<file path="src/hw/rtl/str_pkg.sv">
package str_pkg;

   // shared divider
   localparam int DIV_BITS     = 64;
   localparam int DIV_CNT_BITS = 7;

   // field and register widths
   localparam int MODE_BITS      = 2;
   localparam int VALUE_BITS     = 32;
   localparam int ACCEL_BITS     = 20;
   localparam int INTERVAL_BITS  = 32;
   localparam int CSR_DATA_BITS  = 32;
   localparam int CSR_INDEX_BITS = 2;
   localparam int STOP_BITS      = 63;

   // register indexes
   localparam logic [CSR_INDEX_BITS-1:0] CSR_ACCEL_RATE     = 2'd0;
   localparam logic [CSR_INDEX_BITS-1:0] CSR_START_INTERVAL = 2'd1;
   localparam logic [CSR_INDEX_BITS-1:0] CSR_MIN_INTERVAL   = 2'd2;

   // register reset values
   localparam logic [ACCEL_BITS-1:0]    ACCEL_RESET = 20'd1000;
   localparam logic [INTERVAL_BITS-1:0] START_RESET = 32'd8095488;
   localparam logic [INTERVAL_BITS-1:0] MIN_RESET   = 32'd256000;

   // item modes
   localparam logic [MODE_BITS-1:0] MODE_TICK     = 2'd0;
   localparam logic [MODE_BITS-1:0] MODE_MOVE_ABS = 2'd1;
   localparam logic [MODE_BITS-1:0] MODE_MOVE_REL = 2'd2;
   localparam logic [MODE_BITS-1:0] MODE_SET_POS  = 2'd3;

   localparam logic signed [31:0]            RAMP_MAX  = 32'sh7FFF_FFFF;
   localparam logic [STOP_BITS-1:0]          STOP_CAP  = 63'h4000_0000_0000_0000;
   localparam logic [32:0]                   DEC_LIMIT = 33'h0_8000_0000;
   localparam logic [DIV_CNT_BITS-1:0]       STOP_ITER = 7'd64;
   localparam logic [DIV_CNT_BITS-1:0]       QUOT_ITER = 7'd33;

   typedef enum logic [3:0] {
      ST_IDLE,
      ST_DECODE,
      ST_REC,
      ST_SPD_WAIT,
      ST_SQUARE,
      ST_STOP_START,
      ST_STOP_WAIT,
      ST_DECIDE,
      ST_Q_START,
      ST_Q_WAIT,
      ST_FINISH
   } state_type;

   typedef struct packed {
      logic                    start;
      logic [DIV_CNT_BITS-1:0] count;
   } div_cmd_type;

   typedef struct packed {
      logic busy;
      logic done;
   } div_sts_type;

endpackage

</file>
<file path="src/hw/rtl/str_div.sv">
module str_div (
   input  logic                           clock,
   input  logic                           reset,
   input  str_pkg::div_cmd_type           div_cmd,
   input  logic [str_pkg::DIV_BITS-1:0]   dividend,
   input  logic [str_pkg::DIV_BITS-1:0]   divisor,
   output logic [str_pkg::DIV_BITS-1:0]   quotient,
   output str_pkg::div_sts_type           div_sts
);
   import str_pkg::*;

   logic [DIV_BITS-1:0]     rem_ff, rem_in;
   logic [DIV_BITS-1:0]     num_ff, num_in;
   logic [DIV_BITS-1:0]     quot_ff, quot_in;
   logic [DIV_BITS-1:0]     divisor_ff, divisor_in;
   logic [DIV_CNT_BITS-1:0] count_ff, count_in;
   logic                    busy_ff, busy_in;
   logic                    done_ff, done_in;

   logic [DIV_BITS:0] trial;
   logic [DIV_BITS:0] diff;
   logic              fits;

   // one quotient bit per cycle, dividend enters left aligned
   assign trial = {rem_ff, num_ff[DIV_BITS-1]};
   assign diff  = trial - {1'b0, divisor_ff};
   assign fits  = (trial >= {1'b0, divisor_ff});

   always_comb begin
      rem_in     = rem_ff;
      num_in     = num_ff;
      quot_in    = quot_ff;
      divisor_in = divisor_ff;
      count_in   = count_ff;
      busy_in    = busy_ff;
      done_in    = 1'b0;
      if (div_cmd.start) begin
         rem_in     = '0;
         num_in     = dividend;
         quot_in    = '0;
         divisor_in = divisor;
         count_in   = div_cmd.count;
         busy_in    = 1'b1;
      end else if (busy_ff) begin
         rem_in   = fits ? diff[DIV_BITS-1:0] : trial[DIV_BITS-1:0];
         num_in   = {num_ff[DIV_BITS-2:0], 1'b0};
         quot_in  = {quot_ff[DIV_BITS-2:0], fits};
         count_in = count_ff - DIV_CNT_BITS'(1);
         if (count_ff == DIV_CNT_BITS'(1)) begin
            busy_in = 1'b0;
            done_in = 1'b1;
         end
      end
   end

   always_ff @(posedge clock) begin
      if (reset) begin
         busy_ff  <= 1'b0;
         done_ff  <= 1'b0;
         count_ff <= '0;
      end else begin
         busy_ff  <= busy_in;
         done_ff  <= done_in;
         count_ff <= count_in;
      end
      rem_ff     <= rem_in;
      num_ff     <= num_in;
      quot_ff    <= quot_in;
      divisor_ff <= divisor_in;
   end

   assign quotient     = quot_ff;
   assign div_sts.busy = busy_ff;
   assign div_sts.done = done_ff;

   a_done_after_busy : assert property (@(posedge clock) disable iff (reset)
      done_ff |-> $past(busy_ff))
      else $error("divider done without a running division");

   a_busy_holds : assert property (@(posedge clock) disable iff (reset)
      (busy_ff && count_ff > DIV_CNT_BITS'(1) && !div_cmd.start) |=> busy_ff)
      else $error("divider stopped before its last quotient bit");

   a_start_count : assert property (@(posedge clock) disable iff (reset)
      div_cmd.start |-> (div_cmd.count != '0))
      else $error("division started with no iterations");

endmodule

</file>
<file path="src/hw/rtl/stepper_trapezoid_ramp.sv">
// Stepper pulse generator with a trapezoidal speed ramp.
// Request channel (req_valid, req_stall, req_mode, req_value): each item is a
// one-tick time step, an absolute move, a relative move or a set-position.
// Response channel (rsp_valid, rsp_stall, ...): exactly one item per request
// with the step pulse flag, direction, position, distance left and moving.
// Configuration (csr_we, csr_index, csr_wdata): acceleration rate, start
// interval and minimum interval; write only while no item is in flight.
// An item that needs no ramp update (non-due tick, same target, set position)
// goes from decode straight to the response register; a new target from rest
// loads the start interval without a division. A due tick or a new target while
// moving runs the ramp update on one shared restoring divider at one quotient
// bit per cycle: speed ($clog2(TICKS_PER_SECOND + 1) + 2*FRACTION_BITS bits),
// stopping distance (64 bits) and, unless the motor stops, interval step (33
// bits). One item is worked on at a time and req_stall is high until its
// response is registered.
// A finished response waits in its output register while rsp_stall is high;
// the next request is accepted meanwhile, and its result waits in turn.
// Reset (synchronous): position, target, ramp count and interval clear,
// direction is clockwise, registers take their default values.
module stepper_trapezoid_ramp #(
   parameter int POSITION_BITS    = 32,
   parameter int FRACTION_BITS    = 8,
   parameter int TICKS_PER_SECOND = 1000000
) (
   input  logic                                  clock,
   input  logic                                  reset,
   input  logic                                  req_valid,
   output logic                                  req_stall,
   input  logic [str_pkg::MODE_BITS-1:0]         req_mode,
   input  logic signed [str_pkg::VALUE_BITS-1:0] req_value,
   output logic                                  rsp_valid,
   input  logic                                  rsp_stall,
   output logic                                  rsp_step_pulse,
   output logic                                  rsp_direction,
   output logic signed [31:0]                    rsp_position_now,
   output logic signed [31:0]                    rsp_distance_left,
   output logic                                  rsp_moving,
   input  logic                                  csr_we,
   input  logic [str_pkg::CSR_INDEX_BITS-1:0]    csr_index,
   input  logic [str_pkg::CSR_DATA_BITS-1:0]     csr_wdata
);
   import str_pkg::*;

   localparam int EXT_BITS = (POSITION_BITS > 32) ? POSITION_BITS : 32;
   localparam int NUM_BITS = $clog2(TICKS_PER_SECOND + 1) + 2 * FRACTION_BITS;
   localparam int DUE_BITS = INTERVAL_BITS + FRACTION_BITS;
   localparam logic [DIV_BITS-1:0] SPD_NUM =
      DIV_BITS'(TICKS_PER_SECOND) << (2 * FRACTION_BITS);
   localparam logic [DIV_BITS-1:0] SPD_DIVIDEND = SPD_NUM << (DIV_BITS - NUM_BITS);
   localparam logic [DIV_CNT_BITS-1:0] SPD_ITER = DIV_CNT_BITS'(NUM_BITS);

   // control and state
   state_type                 state_ff, state_in;
   logic [MODE_BITS-1:0]      mode_ff, mode_in;
   logic signed [VALUE_BITS-1:0] value_ff, value_in;
   logic [POSITION_BITS-1:0]  position_ff, position_in;
   logic [POSITION_BITS-1:0]  target_ff, target_in;
   logic signed [31:0]        ramp_ff, ramp_in;
   logic [INTERVAL_BITS-1:0]  interval_ff, interval_in;
   logic                      dir_ff, dir_in;
   logic [31:0]               elapsed_ff, elapsed_in;
   logic                      running_ff, running_in;
   logic                      pulse_ff, pulse_in;
   logic [31:0]               spd_ff, spd_in;
   logic [DIV_BITS-1:0]       sq_ff, sq_in;
   logic [STOP_BITS-1:0]      stop_ff, stop_in;

   // configuration registers
   logic [ACCEL_BITS-1:0]     accel_ff;
   logic [INTERVAL_BITS-1:0]  start_ff;
   logic [INTERVAL_BITS-1:0]  min_ff;

   // response register
   logic                      rsp_valid_ff, rsp_valid_in;
   logic                      rsp_pulse_ff, rsp_pulse_in;
   logic                      rsp_dir_ff, rsp_dir_in;
   logic signed [31:0]        rsp_pos_ff, rsp_pos_in;
   logic signed [31:0]        rsp_left_ff, rsp_left_in;
   logic                      rsp_moving_ff, rsp_moving_in;

   // shared divider
   div_cmd_type               div_cmd;
   div_sts_type               div_sts;
   logic [DIV_BITS-1:0]       div_dividend;
   logic [DIV_BITS-1:0]       div_divisor;
   logic [DIV_BITS-1:0]       div_quot;

   str_div u_div (
      .clock    (clock),
      .reset    (reset),
      .div_cmd  (div_cmd),
      .dividend (div_dividend),
      .divisor  (div_divisor),
      .quotient (div_quot),
      .div_sts  (div_sts)
   );

   // datapath helpers
   logic signed [EXT_BITS-1:0] value_ext;
   logic [POSITION_BITS-1:0]   value_pos;
   logic [POSITION_BITS-1:0]   rel_target;
   logic [POSITION_BITS-1:0]   left_pos;
   logic signed [EXT_BITS-1:0] left_ext;
   logic signed [EXT_BITS-1:0] pos_ext;
   logic signed [63:0]         left64;
   logic signed [63:0]         left_abs;
   logic signed [63:0]         stop64;
   logic [31:0]               elapsed_inc;
   logic                      step_due;
   logic [32:0]               dec_mag;
   logic signed [32:0]        dec33;
   logic signed [32:0]        ramp33;
   logic signed [32:0]        ramp_neg33;
   logic signed [32:0]        ramp_new33;
   logic signed [31:0]        ramp_sel;
   logic signed [31:0]        ramp_inc;
   logic signed [34:0]        den35;
   logic signed [34:0]        den_neg;
   logic [33:0]               den_mag;
   logic [32:0]               quot33;
   logic [33:0]               c_sum;
   logic [INTERVAL_BITS-1:0]  c_sat;
   logic [INTERVAL_BITS-1:0]  c_min;
   logic [INTERVAL_BITS-1:0]  c_new;
   logic [INTERVAL_BITS-1:0]  c_start;

   assign value_ext  = EXT_BITS'(value_ff);
   assign value_pos  = value_ext[POSITION_BITS-1:0];
   assign rel_target = position_ff + value_pos;
   assign left_pos   = target_ff - position_ff;
   assign left_ext   = EXT_BITS'(signed'(left_pos));
   assign pos_ext    = EXT_BITS'(signed'(position_ff));
   assign left64     = 64'(signed'(left_pos));
   assign left_abs   = left64[63] ? -left64 : left64;
   assign stop64     = signed'({1'b0, stop_ff});

   assign elapsed_inc = (elapsed_ff == '1) ? elapsed_ff : elapsed_ff + 32'd1;
   assign step_due = running_ff && (left_pos != '0) && (interval_ff != '0) &&
                     ((DUE_BITS'(elapsed_inc) << FRACTION_BITS) > DUE_BITS'(interval_ff));

   // deceleration loads minus the stopping distance, limited to 2^31
   assign dec_mag    = (stop_ff > STOP_BITS'(DEC_LIMIT)) ? DEC_LIMIT : stop_ff[32:0];
   assign dec33      = -signed'(dec_mag);
   assign ramp33     = 33'(ramp_ff);
   assign ramp_neg33 = -ramp33;

   always_comb begin
      ramp_new33 = ramp33;
      if (left64 > 64'sd0) begin
         if (ramp_ff > 32'sd0) begin
            if (stop64 >= left64 || !dir_ff) ramp_new33 = dec33;
         end else if (ramp_ff < 32'sd0) begin
            if (stop64 < left64 && dir_ff) ramp_new33 = ramp_neg33;
         end
      end else if (left64 < 64'sd0) begin
         if (ramp_ff > 32'sd0) begin
            if (stop64 >= left_abs || dir_ff) ramp_new33 = dec33;
         end else if (ramp_ff < 32'sd0) begin
            if (stop64 < left_abs && !dir_ff) ramp_new33 = ramp_neg33;
         end
      end
   end

   assign ramp_sel = (ramp_new33 > 33'(RAMP_MAX)) ? RAMP_MAX : ramp_new33[31:0];
   assign ramp_inc = (ramp_ff == RAMP_MAX) ? ramp_ff : ramp_ff + 32'sd1;

   // interval step c -/+ 2c / |4n+1|
   assign den35   = (35'(ramp_ff) <<< 2) + 35'sd1;
   assign den_neg = -den35;
   assign den_mag = den35[34] ? den_neg[33:0] : den35[33:0];
   assign quot33  = div_quot[32:0];
   assign c_sum   = den35[34] ? (34'(interval_ff) + 34'(quot33))
                              : (34'(interval_ff) - 34'(quot33));
   assign c_sat   = (c_sum[33:32] != 2'b00) ? '1 : c_sum[31:0];
   assign c_min   = (c_sat < min_ff) ? min_ff : c_sat;
   assign c_new   = (c_min == '0) ? INTERVAL_BITS'(1) : c_min;
   assign c_start = (start_ff == '0) ? INTERVAL_BITS'(1) : start_ff;

   always_comb begin
      state_in      = state_ff;
      mode_in       = mode_ff;
      value_in      = value_ff;
      position_in   = position_ff;
      target_in     = target_ff;
      ramp_in       = ramp_ff;
      interval_in   = interval_ff;
      dir_in        = dir_ff;
      elapsed_in    = elapsed_ff;
      running_in    = running_ff;
      pulse_in      = pulse_ff;
      spd_in        = spd_ff;
      sq_in         = sq_ff;
      stop_in       = stop_ff;
      rsp_valid_in  = rsp_valid_ff && rsp_stall;
      rsp_pulse_in  = rsp_pulse_ff;
      rsp_dir_in    = rsp_dir_ff;
      rsp_pos_in    = rsp_pos_ff;
      rsp_left_in   = rsp_left_ff;
      rsp_moving_in = rsp_moving_ff;
      div_cmd       = '0;
      div_dividend  = '0;
      div_divisor   = '0;
      req_stall     = 1'b1;

      case (state_ff)
         ST_IDLE: begin
            req_stall = 1'b0;
            if (req_valid) begin
               mode_in  = req_mode;
               value_in = req_value;
               state_in = ST_DECODE;
            end
         end
         ST_DECODE: begin
            pulse_in = 1'b0;
            state_in = ST_FINISH;
            case (mode_ff)
               MODE_TICK: begin
                  elapsed_in = elapsed_inc;
                  if (step_due) begin
                     position_in = dir_ff ? position_ff + POSITION_BITS'(1)
                                          : position_ff - POSITION_BITS'(1);
                     elapsed_in  = '0;
                     pulse_in    = 1'b1;
                     state_in    = ST_REC;
                  end
               end
               MODE_MOVE_ABS: begin
                  if (value_pos != target_ff) begin
                     target_in = value_pos;
                     state_in  = ST_REC;
                  end
               end
               MODE_MOVE_REL: begin
                  if (rel_target != target_ff) begin
                     target_in = rel_target;
                     state_in  = ST_REC;
                  end
               end
               MODE_SET_POS: begin
                  position_in = value_pos;
                  target_in   = value_pos;
                  ramp_in     = '0;
                  interval_in = '0;
               end
               default: begin
                  state_in = ST_FINISH;
               end
            endcase
         end
         ST_REC: begin
            if (running_ff && interval_ff != '0) begin
               div_cmd.start = 1'b1;
               div_cmd.count = SPD_ITER;
               div_dividend  = SPD_DIVIDEND;
               div_divisor   = DIV_BITS'(interval_ff);
               state_in      = ST_SPD_WAIT;
            end else begin
               stop_in  = '0;
               state_in = ST_DECIDE;
            end
         end
         ST_SPD_WAIT: begin
            if (div_sts.done) begin
               spd_in   = (div_quot[63:32] != '0) ? '1 : div_quot[31:0];
               state_in = ST_SQUARE;
            end
         end
         ST_SQUARE: begin
            sq_in    = DIV_BITS'(spd_ff) * DIV_BITS'(spd_ff);
            state_in = ST_STOP_START;
         end
         ST_STOP_START: begin
            div_cmd.start = 1'b1;
            div_cmd.count = STOP_ITER;
            div_dividend  = sq_ff;
            div_divisor   = DIV_BITS'({accel_ff, 1'b0}) << (2 * FRACTION_BITS);
            state_in      = ST_STOP_WAIT;
         end
         ST_STOP_WAIT: begin
            if (div_sts.done) begin
               stop_in  = (div_quot > DIV_BITS'(STOP_CAP)) ? STOP_CAP
                                                           : div_quot[STOP_BITS-1:0];
               state_in = ST_DECIDE;
            end
         end
         ST_DECIDE: begin
            if (left_pos == '0 && stop_ff <= STOP_BITS'(1)) begin
               // target reached at a crawl: stop
               interval_in = '0;
               running_in  = 1'b0;
               ramp_in     = '0;
               state_in    = ST_FINISH;
            end else if (ramp_sel == 32'sd0) begin
               // first step from rest
               interval_in = c_start;
               dir_in      = (left64 > 64'sd0);
               ramp_in     = 32'sd1;
               running_in  = 1'b1;
               state_in    = ST_FINISH;
            end else begin
               ramp_in  = ramp_sel;
               state_in = ST_Q_START;
            end
         end
         ST_Q_START: begin
            div_cmd.start = 1'b1;
            div_cmd.count = QUOT_ITER;
            div_dividend  = {interval_ff, 1'b0, 31'b0};
            div_divisor   = DIV_BITS'(den_mag);
            state_in      = ST_Q_WAIT;
         end
         ST_Q_WAIT: begin
            if (div_sts.done) begin
               interval_in = c_new;
               ramp_in     = ramp_inc;
               running_in  = 1'b1;
               state_in    = ST_FINISH;
            end
         end
         ST_FINISH: begin
            if (!rsp_valid_ff || !rsp_stall) begin
               rsp_valid_in  = 1'b1;
               rsp_pulse_in  = pulse_ff;
               rsp_dir_in    = dir_ff;
               rsp_pos_in    = pos_ext[31:0];
               rsp_left_in   = left_ext[31:0];
               rsp_moving_in = running_ff && (left_pos != '0);
               state_in      = ST_IDLE;
            end
         end
         default: begin
            state_in = ST_IDLE;
         end
      endcase
   end

   always_ff @(posedge clock) begin
      if (reset) begin
         state_ff     <= ST_IDLE;
         position_ff  <= '0;
         target_ff    <= '0;
         ramp_ff      <= '0;
         interval_ff  <= '0;
         dir_ff       <= 1'b1;
         elapsed_ff   <= '0;
         running_ff   <= 1'b0;
         rsp_valid_ff <= 1'b0;
      end else begin
         state_ff     <= state_in;
         position_ff  <= position_in;
         target_ff    <= target_in;
         ramp_ff      <= ramp_in;
         interval_ff  <= interval_in;
         dir_ff       <= dir_in;
         elapsed_ff   <= elapsed_in;
         running_ff   <= running_in;
         rsp_valid_ff <= rsp_valid_in;
      end
      mode_ff       <= mode_in;
      value_ff      <= value_in;
      pulse_ff      <= pulse_in;
      spd_ff        <= spd_in;
      sq_ff         <= sq_in;
      stop_ff       <= stop_in;
      rsp_pulse_ff  <= rsp_pulse_in;
      rsp_dir_ff    <= rsp_dir_in;
      rsp_pos_ff    <= rsp_pos_in;
      rsp_left_ff   <= rsp_left_in;
      rsp_moving_ff <= rsp_moving_in;
   end

   // a zero acceleration write is dropped
   always_ff @(posedge clock) begin
      if (reset) begin
         accel_ff <= ACCEL_RESET;
         start_ff <= START_RESET;
         min_ff   <= MIN_RESET;
      end else if (csr_we) begin
         case (csr_index)
            CSR_ACCEL_RATE: begin
               if (csr_wdata[ACCEL_BITS-1:0] != '0) accel_ff <= csr_wdata[ACCEL_BITS-1:0];
            end
            CSR_START_INTERVAL: begin
               start_ff <= csr_wdata[INTERVAL_BITS-1:0];
            end
            CSR_MIN_INTERVAL: begin
               min_ff <= csr_wdata[INTERVAL_BITS-1:0];
            end
            default: begin
            end
         endcase
      end
   end

   assign rsp_valid         = rsp_valid_ff;
   assign rsp_step_pulse    = rsp_pulse_ff;
   assign rsp_direction     = rsp_dir_ff;
   assign rsp_position_now  = rsp_pos_ff;
   assign rsp_distance_left = rsp_left_ff;
   assign rsp_moving        = rsp_moving_ff;

   a_stopped_interval : assert property (@(posedge clock) disable iff (reset)
      !running_ff |-> (interval_ff == '0))
      else $error("stopped with a nonzero step interval");

   a_div_free : assert property (@(posedge clock) disable iff (reset)
      div_cmd.start |-> !div_sts.busy)
      else $error("division started while the divider is busy");

   a_ramp_idle : assert property (@(posedge clock) disable iff (reset)
      (state_ff == ST_IDLE && !reset) |=> $stable(ramp_ff))
      else $error("ramp count changed with no item in flight");

endmodule

</file>
<file path="config.mk">
export PLATFORM = sky130hd
export DESIGN_NAME = stepper_trapezoid_ramp
export DESIGN_NICKNAME = d
export VERILOG_FILES = /design/src/hw/rtl/str_pkg.sv /design/src/hw/rtl/str_div.sv /design/src/hw/rtl/stepper_trapezoid_ramp.sv
export SDC_FILE = /design/constraint.sdc
export NUM_CORES = 2
export LEC_CHECK = 0
export BUFFER_PORTS_ARGS = -buffer_cell sky130_fd_sc_hd__buf_2
export CORE_MARGIN = 10
export CORE_UTILIZATION = 64
export CTS_BUF_LIST = sky130_fd_sc_hd__clkbuf_2 sky130_fd_sc_hd__clkbuf_4 sky130_fd_sc_hd__clkbuf_8
export DETAILED_ROUTE_END_ITERATION = 6
export PLACE_DENSITY = 0.81
export SYNTH_ARGS = -nofsm -noshare
export SYNTH_HDL_FRONTEND = slang
export SYNTH_HIERARCHICAL = 1
export SYNTH_SLANG_ARGS = --single-unit
</file>
<file path="constraint.sdc">
create_clock -name clock -period 22.7 [get_ports clock]
set_clock_uncertainty 0.05 [all_clocks]
set_input_delay 3.405 -clock clock [delete_from_list [all_inputs] [get_ports clock]]
set_output_delay 3.405 -clock clock [all_outputs]
set_load 0.01 [all_outputs]
</file>
==> impl_metrics.toml <==
[worst_setup_path]
timing.rr.end = "interval_ff[1]"
endpoint_kind = "flip-flop"
rrSetupSlack_ns = 12.22
cp-startpoint = "pos_ext[0]"
cp.required_ns = 23.41
worst-setup-path-type = "reg2reg"
reg2reg_depth = 35
cp.arrival_ns = 11.19
cp_max_fo = 59
startpoint_type = "flip-flop"
r2r-start = "pos_ext[0]"
critPathSlowestCell = "a211oi_1"
critPathCapture = "interval_ff[1]"
max_stage_delay_ns = 0.77

[global_routing]
antenna_found_initial = 3
grt_pass1_wl_um = 389000
grtUsageTotal_pct = 34.7
grt-busiest-layer = "met2"
gr-total-overflow = 0
grt_max_degree = 102
gr-usage-met1_pct = 44.3
grt_pass1_vias = 69200
grt_util_met2_pct = 54.7
grtUsageMet3_pct = 8.15

[placement]
dp_hpwl_um = 188000
dpl.cell_count = 10600
io_buffers = 141
routabilityCongestion = 1.03

[power_and_ir_drop]
power_frac_clock_pct = 13.0
sw_frac_of_total_pct = 51.3
p_per_area_nw_per_um2 = 120
power_switching_uw = 5330
leakage_uw = 0.0377
vdd_ir_drop_max_mv = 0.213
p_seq_share_pct = 19.6
power_frac_comb_pct = 67.3
p_int_uw = 5060

[route]
vias = 68700
ant_nets = 0
initialDrtViolationCount = 7042
vias_per_cell = 6.35
drc = 0
drt-pass1-iter-count = 7
wire_per_inst_um = 23.1
drt_wl_total_um = 249000

[final_layout]
syn_to_final_growth_pct = 6.27
fin_nets = 10600
layout_common_cells = "1169 x inv_1, 850 x nand2_1, 812 x fa_1, 646 x ha_1, 603 x nor2_1"
layout_commonest_cell = "inv_1"
fillers = 9859
final_cells = 10800
drive_above_1_share_pct = 7.62

[die]
die_w_um = 376
io_pins = 142
dieArea_um2 = 142000
die_h_um = 376
start_util_pct = 64.6
placeableCoreArea_um2 = 126000
rows = 130

[clocking]
clk_pin_slew_worst_paths_ns = 0.06
cts_buffers = 130
h-tree-depth = 4
cts.sinks = 776
cts-root-buf = "clkbuf_8"
post_cts_resized = 0
postCtsSetupRepairBufs = 0
cts_tree = "built"
cts_buffer_depth = 3
clk_latency_ns = 0.88
holdBufCountCts = 0

[hold_path]
hold_path.class = "reg2reg"

[status]
status = "complete, no violations"

[yosys]
syn_avg_cell_area_um2 = 8.99
synth_area_um2 = 81300
ys_warn_count = 6
syn_inst = 9045

[sta]
worstMarginPinSlew_ns = 1.26
fin_crit_ns = 10.48
clock.fmax_mhz = 95.4
finalHoldViolCount = 0
fin_crit_sh_pct = 46.2
hold_slack_ns = 0.371
report.final.slew_viol_count = 0
setup-tns-final_ns = 0
rsz0062_at_grt = "no"
maxSlewHeadroom_pct = 15.1
setup_viol_count_final = 0

[job]
cap_violations = 0
cell type report:
type                            instances  area (um2)  share of cell area, %
Sequential cell                       776       19400                   22.5
Inverter                             1178        4420                   5.12
Clock inverter                         29         302                  0.349
Clock buffer                          208        2470                   2.86
Antenna cell                            2        5.00                0.00579
Multi-Input combinational cell       6697       56100                   64.9
Tap cell                             1650        2060                   2.39
Timing Repair Buffer                  271        1690                   1.96
through the flow:
| stage | total power (uW) | cell area, um2 | utilization [%] | worst slack (ns) |
|---|---|---|---|---|
| detailed placement | 8820 | 83700 | 66.4 | 12.44 |
| global route | 11100 | 86400 | 68.6 | 11.62 |
| floorplan | 6900 | 81600 | - | 13.75 |
| global placement | 8670 | 83700 | 66.4 | 12.63 |
| finish | 10400 | 86400 | 68.7 | 12.22 |
| CTS | 10200 | 86400 | 68.6 | 12.42 |
layer usage:
metal	vias to the layer above	part of all wire, %
met2	3671	45
li1	30900	-
met4	4	6.0
met5	-	0.0096
met3	855	10
met1	33300	39
flip-flops by register name (all words and copies together) (netlist names), 63 cells and up:
signal / cells
u_div/divisor_ff: 64
u_div/num_ff: 64
u_div/quotient: 64
u_div/rem_ff: 64
sq_ff: 63
stop_ff: 63
power groups by stage:
stage,Clock (uW),Combinational (uW),Sequential (uW)
floorplan,0,4930,1970
finish,1350,6990,2040
CTS,1370,6810,2030
global route,1430,7610,2060
detailed placement,0,6770,2050
global placement,0,6630,2050
worst max-delay path: cells and delay by family, from the launching register on:
family                   cells  cell delay [ns]
AO/OA/AOI/OAI               15             3.97
flip-flops                   1             0.48
multiplexers                 1             0.37
AND/OR/NAND/NOR             10             2.98
XOR/XNOR                     2             0.56
buffers and inverters        4             0.91
adder cells (fa/ha/maj)      3             0.98
worst min-delay path by stage:
stage	cells past startpoint	start	slack, ns	end
finish	0	pulse_ff	0.37	rsp_step_pulse
CTS	0	pulse_ff	0.37	rsp_step_pulse
global route	0	pulse_ff	0.38	rsp_step_pulse
global placement	0	pulse_ff	0.36	rsp_step_pulse
detailed placement	0	pulse_ff	0.36	rsp_step_pulse
floorplan	0	pulse_ff	0.35	rsp_step_pulse
Power figures use the tool's default switching activity.
